===== config.mk =====
export PLATFORM = sky130hd
export DESIGN_NAME = afs_ctrl
export DESIGN_NICKNAME = d
export VERILOG_FILES = /design/src/design/afs_pkg.sv /design/src/design/afs_ctrl.sv
export SDC_FILE = /design/constraint.sdc
export NUM_CORES = 1
export LEC_CHECK = 0
export ABC_AREA = 1
export BUFFER_PORTS_ARGS = -buffer_cell sky130_fd_sc_hd__clkbuf_2
export CORE_AREA = 2 2 39 41
export DETAILED_ROUTE_END_ITERATION = 7
export DIE_AREA = 0 0 41 43
export GPL_TIMING_DRIVEN = 0
export PLACE_DENSITY = 0.38
export REMOVE_ABC_BUFFERS = 1
export SYNTH_ARGS = -nofsm -noshare
export SYNTH_HDL_FRONTEND = slang
export SYNTH_SLANG_ARGS = --single-unit

===== constraint.sdc =====
create_clock -name i_clk -period 1.6 [get_ports i_clk]
set_input_delay 0.16 -clock i_clk [delete_from_list [all_inputs] [get_ports i_clk]]
set_output_delay 0.16 -clock i_clk [all_outputs]
set_load 0.01 [all_outputs]

===== src/design/afs_pkg.sv =====
`default_nettype none

package afs_pkg;

    // size defaults for the store
    localparam int DEF_MAX_WIDTH  = 256;
    localparam int DEF_MAX_HEIGHT = 256;

    // field widths
    localparam int DIM_W   = 9;   // width and height registers
    localparam int COORD_W = 16;  // signed coordinates
    localparam int CHAN_W  = 8;   // one colour channel
    localparam int PIX_W   = 32;  // one stored pixel
    localparam int PROD_W  = 24;  // row times stride plus column, enough for 4096 x 4096
    localparam int COUNT_W = 18;  // width times height of the canvas
    localparam int APB_AW  = 3;
    localparam int APB_DW  = 32;

    // operation codes
    localparam logic [1:0] OP_WRITE = 2'd0;
    localparam logic [1:0] OP_READ  = 2'd1;
    localparam logic [1:0] OP_FILL  = 2'd2;
    localparam logic [1:0] OP_CLEAR = 2'd3;

    // register index, taken from paddr bit 2
    localparam logic REG_WIDTH  = 1'b0;
    localparam logic REG_HEIGHT = 1'b1;

    localparam logic [CHAN_W-1:0] ALPHA_OPAQUE = 8'hFF;
    localparam logic [CHAN_W-1:0] ALPHA_CLEAR  = 8'h00;

    // controller to datapath
    typedef struct packed {
        logic load;     // take the item on the input side
        logic rd;       // read the addressed pixel
        logic fill_wr;  // write one pixel of a fill or clear sweep
        logic wb;       // write back and hand the result to the output register
    } t_cmd;

    // datapath to controller
    typedef struct packed {
        logic new_fill;   // item on the input side is fill or clear
        logic fill_last;  // sweep is at the last pixel in use
        logic out_free;   // output register can take a result this cycle
    } t_sts;

endpackage

`default_nettype wire


===== src/design/afs_ctrl.sv =====
`default_nettype none

module afs_ctrl
    import afs_pkg::*;
(
    input  wire  i_clk,
    input  wire  i_rst_n,
    input  wire  i_s_tvalid,
    output logic o_s_tready,
    input  t_sts i_sts,
    output t_cmd o_cmd
);

    localparam logic [1:0] S_IDLE = 2'd0;
    localparam logic [1:0] S_RD   = 2'd1;
    localparam logic [1:0] S_WB   = 2'd2;
    localparam logic [1:0] S_FILL = 2'd3;

    logic [1:0] r_state;
    logic [1:0] n_state;

    assign o_s_tready = (r_state == S_IDLE);

    always_comb begin
        n_state       = r_state;
        o_cmd         = '0;
        unique case (r_state)
            S_IDLE: begin
                if (i_s_tvalid) begin
                    o_cmd.load = 1'b1;
                    n_state    = i_sts.new_fill ? S_FILL : S_RD;
                end
            end
            S_RD: begin
                o_cmd.rd = 1'b1;
                n_state  = S_WB;
            end
            S_FILL: begin
                o_cmd.fill_wr = 1'b1;
                if (i_sts.fill_last) begin
                    n_state = S_WB;
                end
            end
            S_WB: begin
                if (i_sts.out_free) begin
                    o_cmd.wb = 1'b1;
                    n_state  = S_IDLE;
                end
            end
            default: n_state = S_IDLE;
        endcase
    end

    always_ff @(posedge i_clk) begin
        if (!i_rst_n) begin
            r_state <= S_IDLE;
        end else begin
            r_state <= n_state;
        end
    end

endmodule

`default_nettype wire


After elaboration in Yosys (flattened, before gate mapping)
Cells that the tools add are included.

Flip-flop bits (word level): 2. Input port bits: 6. Output and inout port bits: 5. Word-level logic and storage cells: 20.

Eq/ne operators: 6. Multiplexer cells: 11. Reduce and logical (&&, ||, !) cells: 2.

Operator list (number): 2-bit 2-to-1 mux (4); 2-bit one-hot mux with 4 select lines (1); 1-bit 2-to-1 mux (6); 2-bit inequality test, second input constant (3); 2-bit == test, second input constant (2); 3-bit AND reduction (1); 2-bit by 1-bit == test with 1-bit output, second input constant (1); 2-bit logical NOT (1).

Longest topological paths before layout
Gate-level depths: netlist of the first run.

Depth in word-level cells: 3. Depth in mapped cells: 5.

Least setup slack after synthesis of the first run
No wires, ideal clock.

Kind: reg2out. Start point: register r_state[1]. End point: output o_cmd[3] in the netlist's numbering. Arrival: 0.742 ns. Slack: 0.698 ns. Stages on the path, launching flop included: 4. Cell sequence: dfxtp_1 > nor2_2 > nand2_1 > inv_1.

RTL lines: from (decl) (RTL line afs_ctrl.sv:19) `logic [1:0] r_state;`; from (signal assigned) (RTL line afs_ctrl.sv:58) `r_state <= n_state;`; to (decl) (RTL line afs_ctrl.sv:11) `output t_cmd o_cmd`.

==> results of run 1 <==
final cells by class:
type,count,area [um2]
Fill cell,168,1160
Multi-Input combinational cell,13,65.1
Timing Repair Buffer,10,50.0
Sequential cell,2,40.0
Inverter,8,30.0
Clock buffer,3,22.5
Tap cell,16,20.0
through the flow:
stage                     area [um2]   util  power [W]
after floorplan                  135      -  0.0000927
after global placement           205  0.148   0.000114
after detailed placement         205  0.148   0.000114
after CTS                        228  0.165   0.000230
after global routing             228  0.165   0.000238
final                            228  0.165   0.000221
routing by layer:
metal / track usage / up-vias
li1: - / 93
met4: 0.0600 / 0
met3: 0.0157 / 0
met5: 0 / -
met2: 0.0625 / 5
met1: 0.0447 / 65
worst min-delay path: stages:
cell and delay, ns:
clkbuf_2 0.08, inv_1 0.07, a21oi_2 0.03
logic make-up (layout without fill, tap and decap cells):
logic type,after synthesis,in the layout,share of synthesized area
AO/OA/AOI/OAI,3,3,0.139
AND/OR/NAND/NOR,10,10,0.343
buffers and inverters,8,21,0.222
flip-flops,2,2,0.296
synthesized netlist by cell type:
cell type,n
nor3_1,1
a21oi_2,1
nand2_1,4
nor2_2,1
nor2_1,1
nand3_1,2
a21oi_1,2
inv_1,8
dfxtp_1,2
or2_1,1
how the worst max path moves through the flow:
stage,start,end,slack (ns),cells after the start
finish,r_state[1],o_cmd[0],0.41,3
floorplan,r_state[1],o_cmd[3],0.70,3
global placement,r_state[1],o_cmd[0],0.63,3
CTS,r_state[1],o_cmd[0],0.39,3
global route,r_state[1],o_cmd[3],0.33,4
detailed placement,r_state[1],o_cmd[0],0.63,3
power by group:
group	switching (W)	internal [W]
Combinational	0.0000276	0.0000225
Clock	0.0000261	0.0000825
Sequential	0.00000654	0.0000554
cells in the final DEF, fill, tap and decap left out:
cell type  instances
a21oi_2            1
nor2_1             1
nor3_1             1
nor2_2             1
dfxtp_1            2
a21oi_1            2
nand3_1            2
or2_1              1
clkbuf_4           3
inv_1              8
nand2_1            4
clkbuf_2          10
==> metrics.csv, run 1 <==
stage,metric,value,unit
clocking,clock_sinks,2,
clocking,cts_buffer_depth,2,
floorplanning,core,1380,um2
timing,fin_crit,1.19,ns
timing,fmax,841,MHz
clocking,clk-insertion-delay-late,0.22,ns
global_route,grt_pass1_vias,168,
layout,reg.largest.list,r_state: 2 flops,
critical_path,crit_fanout,5,
synth,postSynthAreaPerCell,5.88,um2
worst_hold_path,worstHoldEndpoint,r_state[0],
floorplanning,num_rows,14,
detailed_routing,ant_nets,0,
run_status,outcome,"complete, no violations",
synth,yosys.area.top_type,dfxtp_1,
detailed_routing,drc,0,
layout,n_antenna_cell,0,
critical_path,cpPeakStageDelay,0.39,ns
critical_path,cp_num_buf_inv,2,
global_route,grt_max_degree,6,
synth,syn_area,135,um2
clocking,cts_tree,built,
floorplanning,fp.dieH,43,um
detailed_routing,routed_via_density,3.13,
floorplanning,start_util,0.0976,
power_and_ir_drop,p_per_area,969,nW/um2
critical_path,rr_worst_depth,3,
timing,tightest_slew,0.170,ns
clocking,cts_resized,0,
detailed_routing,drt_wl_total,332,um
placement,dp_slack,0.632,ns
detailed_routing,wirelength_met1,128,um
synth,ys_seq_elements,2,
timing,hold_viol,0,
clocking,cts_setup_buffers,0,
clocking,htreeDepth,1,
detailed_routing,drtIter0Drc,3,
worst_hold_path,hold_depth,3,
layout,largest_reg_flops,2,
worst_hold_path,hold_path_startpoint,i_rst_n,
clocking,clk_pin_slew,0.03,ns
timing,period_share,0.743,
timing,setup_tns,0,ns
detailed_routing,routed-wl-met2,172,um
layout,layout.nets,44,
power_and_ir_drop,ir_drop,0.204,mV
clocking,cts_hold_buf,0,
worst_hold_path,min_path_type,primary input to flop,
layout,drive_gt1_frac,0.417,
clocking,root_buffer,clkbuf_4,
detailed_routing,met3_length,31,um
placement,dpl.cell_count,49,
critical_path,crit_type,flop to output pin,
detailed_routing,detail_route.first_pass.iterations,2,
global_route,overflow,0,
critical_path,crit_arrival,1.03,ns
flow_run,maxCapViolCount,0,
layout,top_register,r_state,
synth,synth_top_cell_area_share,0.296,
detailed_routing,top_layer_used,met3,
global_route,antenna_found_initial,0,
synth,syn-instance-count,23,
layout,finalNonFillerCells,52,
detailed_routing,wl_per_cell,6.38,um
floorplanning,dieArea,1760,um2
critical_path,worstSetupEndpointType,output pin,
synth,ys_top_cells_by_area,"dfxtp_1 30%, inv_1 22%, nand2_1 11%",
critical_path,r2r_start,r_state[0],
critical_path,cpMaxStageDelayCell,dfxtp_1,
global_route,grt_pass1_wl,510,um
critical_path,cp_top_family,flip-flops,
clocking,numCtsBuffers,3,
floorplanning,ioPinCount,11,
critical_path,cp-start-kind,flop,
synth,seq_area_frac_synth,0.296,
global_route,grt_use_total,0.0461,
synth,netlist-cell-type-count,10,
timing,finClkSkew,0.00142,ns
timing,slew_viol_final,0,
detailed_routing,vias,163,
critical_path,r2r-end,r_state[0],
synth,yosysWarnings,0,
critical_path,cp_cell_sequence,"inv_1, nor3_1, clkbuf_2",
timing,slew_headroom,0.886,
critical_path,rrSetupSlack,0.72,ns
critical_path,required,1.44,ns
timing,whs,0.173,ns
placement,io_buffer_count,10,
timing,worst_slack,0.411,ns
placement,gp_congestion,0.632,
timing,finalSetupViolations,0,
timing,rsz0062_at_grt,no,
power_and_ir_drop,leakage,0.141,nW
floorplanning,fp.dieW,41,um
layout,syn_to_final_growth,68.5,%
Power figures use the tool's default switching activity.
==> inputs of run 2 (changes only) <==
clock period = 1.1 ns   (was 1.6 ns; I/O delays follow)
==> run 2 against run 1 <==
Compared with the run above:
- critical path depth is the same
- sequential power grew 52%
- count of clock-buffer cells in the layout is the same
- clock power grew 44%
- flip-flop and latch count is the same
- final area grew 5.5%
- combinational power grew 53%
- critical path type unchanged
==> metrics.csv, run 2 (same netlist as run 1, synthesis figures left out) <==
stage,metric,value,unit
floorplanning,ioPinCount,11,
timing,hold_viol,0,
detailed_routing,drt_wl_total,334,um
clocking,clock_sinks,2,
timing,fmax,932,MHz
timing,finalSetupViolations,0,
timing,tightest_slew,0.156,ns
timing,finClkSkew,0.00184,ns
power_and_ir_drop,clockPowerShare,0.478,
layout,mostFrequentLayoutCells,"9 x clkbuf_2, 8 x inv_1, 3 x nand2_1, 3 x clkbuf_4",
floorplanning,num_rows,14,
worst_hold_path,min_path_type,primary input to flop,
power_and_ir_drop,power_switching,0.0000907,W
critical_path,crit_arrival,0.96,ns
floorplanning,fp.dieH,43,um
detailed_routing,wl_per_cell,6.42,um
layout,drive_gt1_frac,0.500,
layout,syn_to_final_growth,77.8,%
floorplanning,dieArea,1760,um2
clocking,clk_pin_slew,0.03,ns
clocking,cts_buffer_depth,2,
timing,slew_viol_final,0,
clocking,numCtsBuffers,3,
layout,top_register,r_state,
worst_hold_path,hold_path_startpoint,i_rst_n,
clocking,cts_tree,built,
worst_hold_path,worstHoldEndpoint,r_state[0],
clocking,root_buffer,clkbuf_4,
timing,slew_headroom,0.895,
layout,utilization,0.174,
critical_path,cpPeakStageDelay,0.36,ns
timing,fin_crit,1.07,ns
layout,final_common_cell,clkbuf_2,
layout,register_area,45.0,um2
critical_path,worstSetupEndpointType,output pin,
clocking,clk-insertion-delay-late,0.22,ns
critical_path,cpMaxStageDelayCell,dfxtp_4,
critical_path,cp-start-kind,flop,
critical_path,required,0.99,ns
detailed_routing,ant_nets,0,
power_and_ir_drop,ir_drop,0.299,mV
critical_path,crit_path_start,r_state[1],
critical_path,rrSetupSlack,0.26,ns
power_and_ir_drop,combinationalPowerShare,0.235,
timing,period_share,0.975,
clocking,cts_hold_buf,0,
critical_path,cp_cell_sequence,"inv_1, nor3_1, buf_2",
global_route,antenna_found_initial,0,
layout,multi_input_area,72.6,um2
global_route,met2_usage,0.0656,
global_route,grt_use_met1,0.0447,
worst_hold_path,hold_depth,3,
detailed_routing,detail_route.first_pass.iterations,2,
global_route,grt_use_total,0.0471,
global_route,grt_max_degree,6,
layout,reg.largest.list,r_state: 2 flops,
global_route,overflow,0,
detailed_routing,vias,167,
layout,layout.nets,44,
power_and_ir_drop,leakage,0.145,nW
floorplanning,start_util,0.0976,
run_status,outcome,"complete, no violations",
placement,io_buffer_count,10,
clocking,cts_setup_buffers,0,
layout,nFillCells,171,
layout,largest_reg_flops,2,
critical_path,rr_worst_depth,3,
timing,rsz0062_at_grt,yes,
power_and_ir_drop,p_seq_frac,0.287,
layout,n_antenna_cell,0,
placement,gp_congestion,0.632,
power_and_ir_drop,p_int,0.000237,W
global_route,globalRoute.busiestLayer,met2,
critical_path,r2r-end,r_state[0],
floorplanning,core,1380,um2
clocking,htreeDepth,1,
global_route,met3_usage,0.0157,
detailed_routing,drc,0,
global_route,grt_pass1_wl,517,um
power_and_ir_drop,p_per_area,1370,nW/um2
timing,setup_tns,0,ns
critical_path,r2r_start,r_state[0],
detailed_routing,routed_via_density,3.21,
floorplanning,fp.dieW,41,um
critical_path,crit_type,flop to output pin,
critical_path,crit_fanout,5,
flow_run,maxCapViolCount,0,
global_route,grt_pass1_vias,163,
detailed_routing,drtIter0Drc,2,
power_and_ir_drop,p_sw_frac,0.276,
## run 2: layer usage
layer	share of wire	up-vias
met5	0	-
met4	0	0
met3	0.084	0
met2	0.52	5
met1	0.39	68
li1	-	94
## run 2: power groups by stage
stage / sequential, W / clock [W] / combinational (W)
finish: 0.0000942 / 0.000157 / 0.0000769
global route: 0.0000953 / 0.000168 / 0.0000889
CTS: 0.0000935 / 0.000169 / 0.0000776
detailed placement: 0.0000912 / 0 / 0.0000750
global placement: 0.0000912 / 0 / 0.0000750
floorplan: 0.0000892 / 0 / 0.0000457
## run 2: worst max path at each step
stage                     cells past startpoint        to  slack (ns)
after floorplan                               3  o_cmd[3]        0.25
after global placement                        3  o_cmd[0]        0.18
after detailed placement                      3  o_cmd[0]        0.18
after CTS                                     3  o_cmd[0]      0.0004
after global routing                          3  o_cmd[0]       -0.02
final                                         3  o_cmd[0]        0.03
## run 2: worst max-delay path, delay by kind of cell, from the launching register on
kind / cells / cell delay, ns
DFF: 1 / 0.36
and+or+nand+nor: 1 / 0.17
buffers and inverters: 2 / 0.21
## run 2: repair_timing
| item | in CTS | in global routing |
|---|---|---|
| setup endpoints to repair | 2 | 2 |
| pin swaps | 0 | 1 |
| gates resized for setup | 3 | 3 |
| hold endpoints to repair | 0 | 0 |
## run 2: final cells by class
cell class | instances | area share
Multi-Input combinational cell | 13 | 0.302
Tap cell | 16 | 0.0833
Timing Repair Buffer | 10 | 0.208
Sequential cell | 2 | 0.188
Inverter | 8 | 0.125
Clock buffer | 3 | 0.0938
## run 2: per-stage QoR
step / worst slack [ns] / cells / cell area [um2] / total power [W] / hold slack, ns
2_1_floorplan: 0.248 / 23 / 135 / 0.000135 / 0.250
3_3_place_gp: 0.179 / 49 / 205 / 0.000166 / 0.353
3_5_place_dp: 0.182 / 49 / 205 / 0.000166 / 0.355
4_1_cts: 0.000397 / 52 / 236 / 0.000340 / 0.119
5_1_grt: -0.0194 / 52 / 240 / 0.000352 / 0.138
6_report: 0.0275 / 52 / 240 / 0.000328 / 0.117
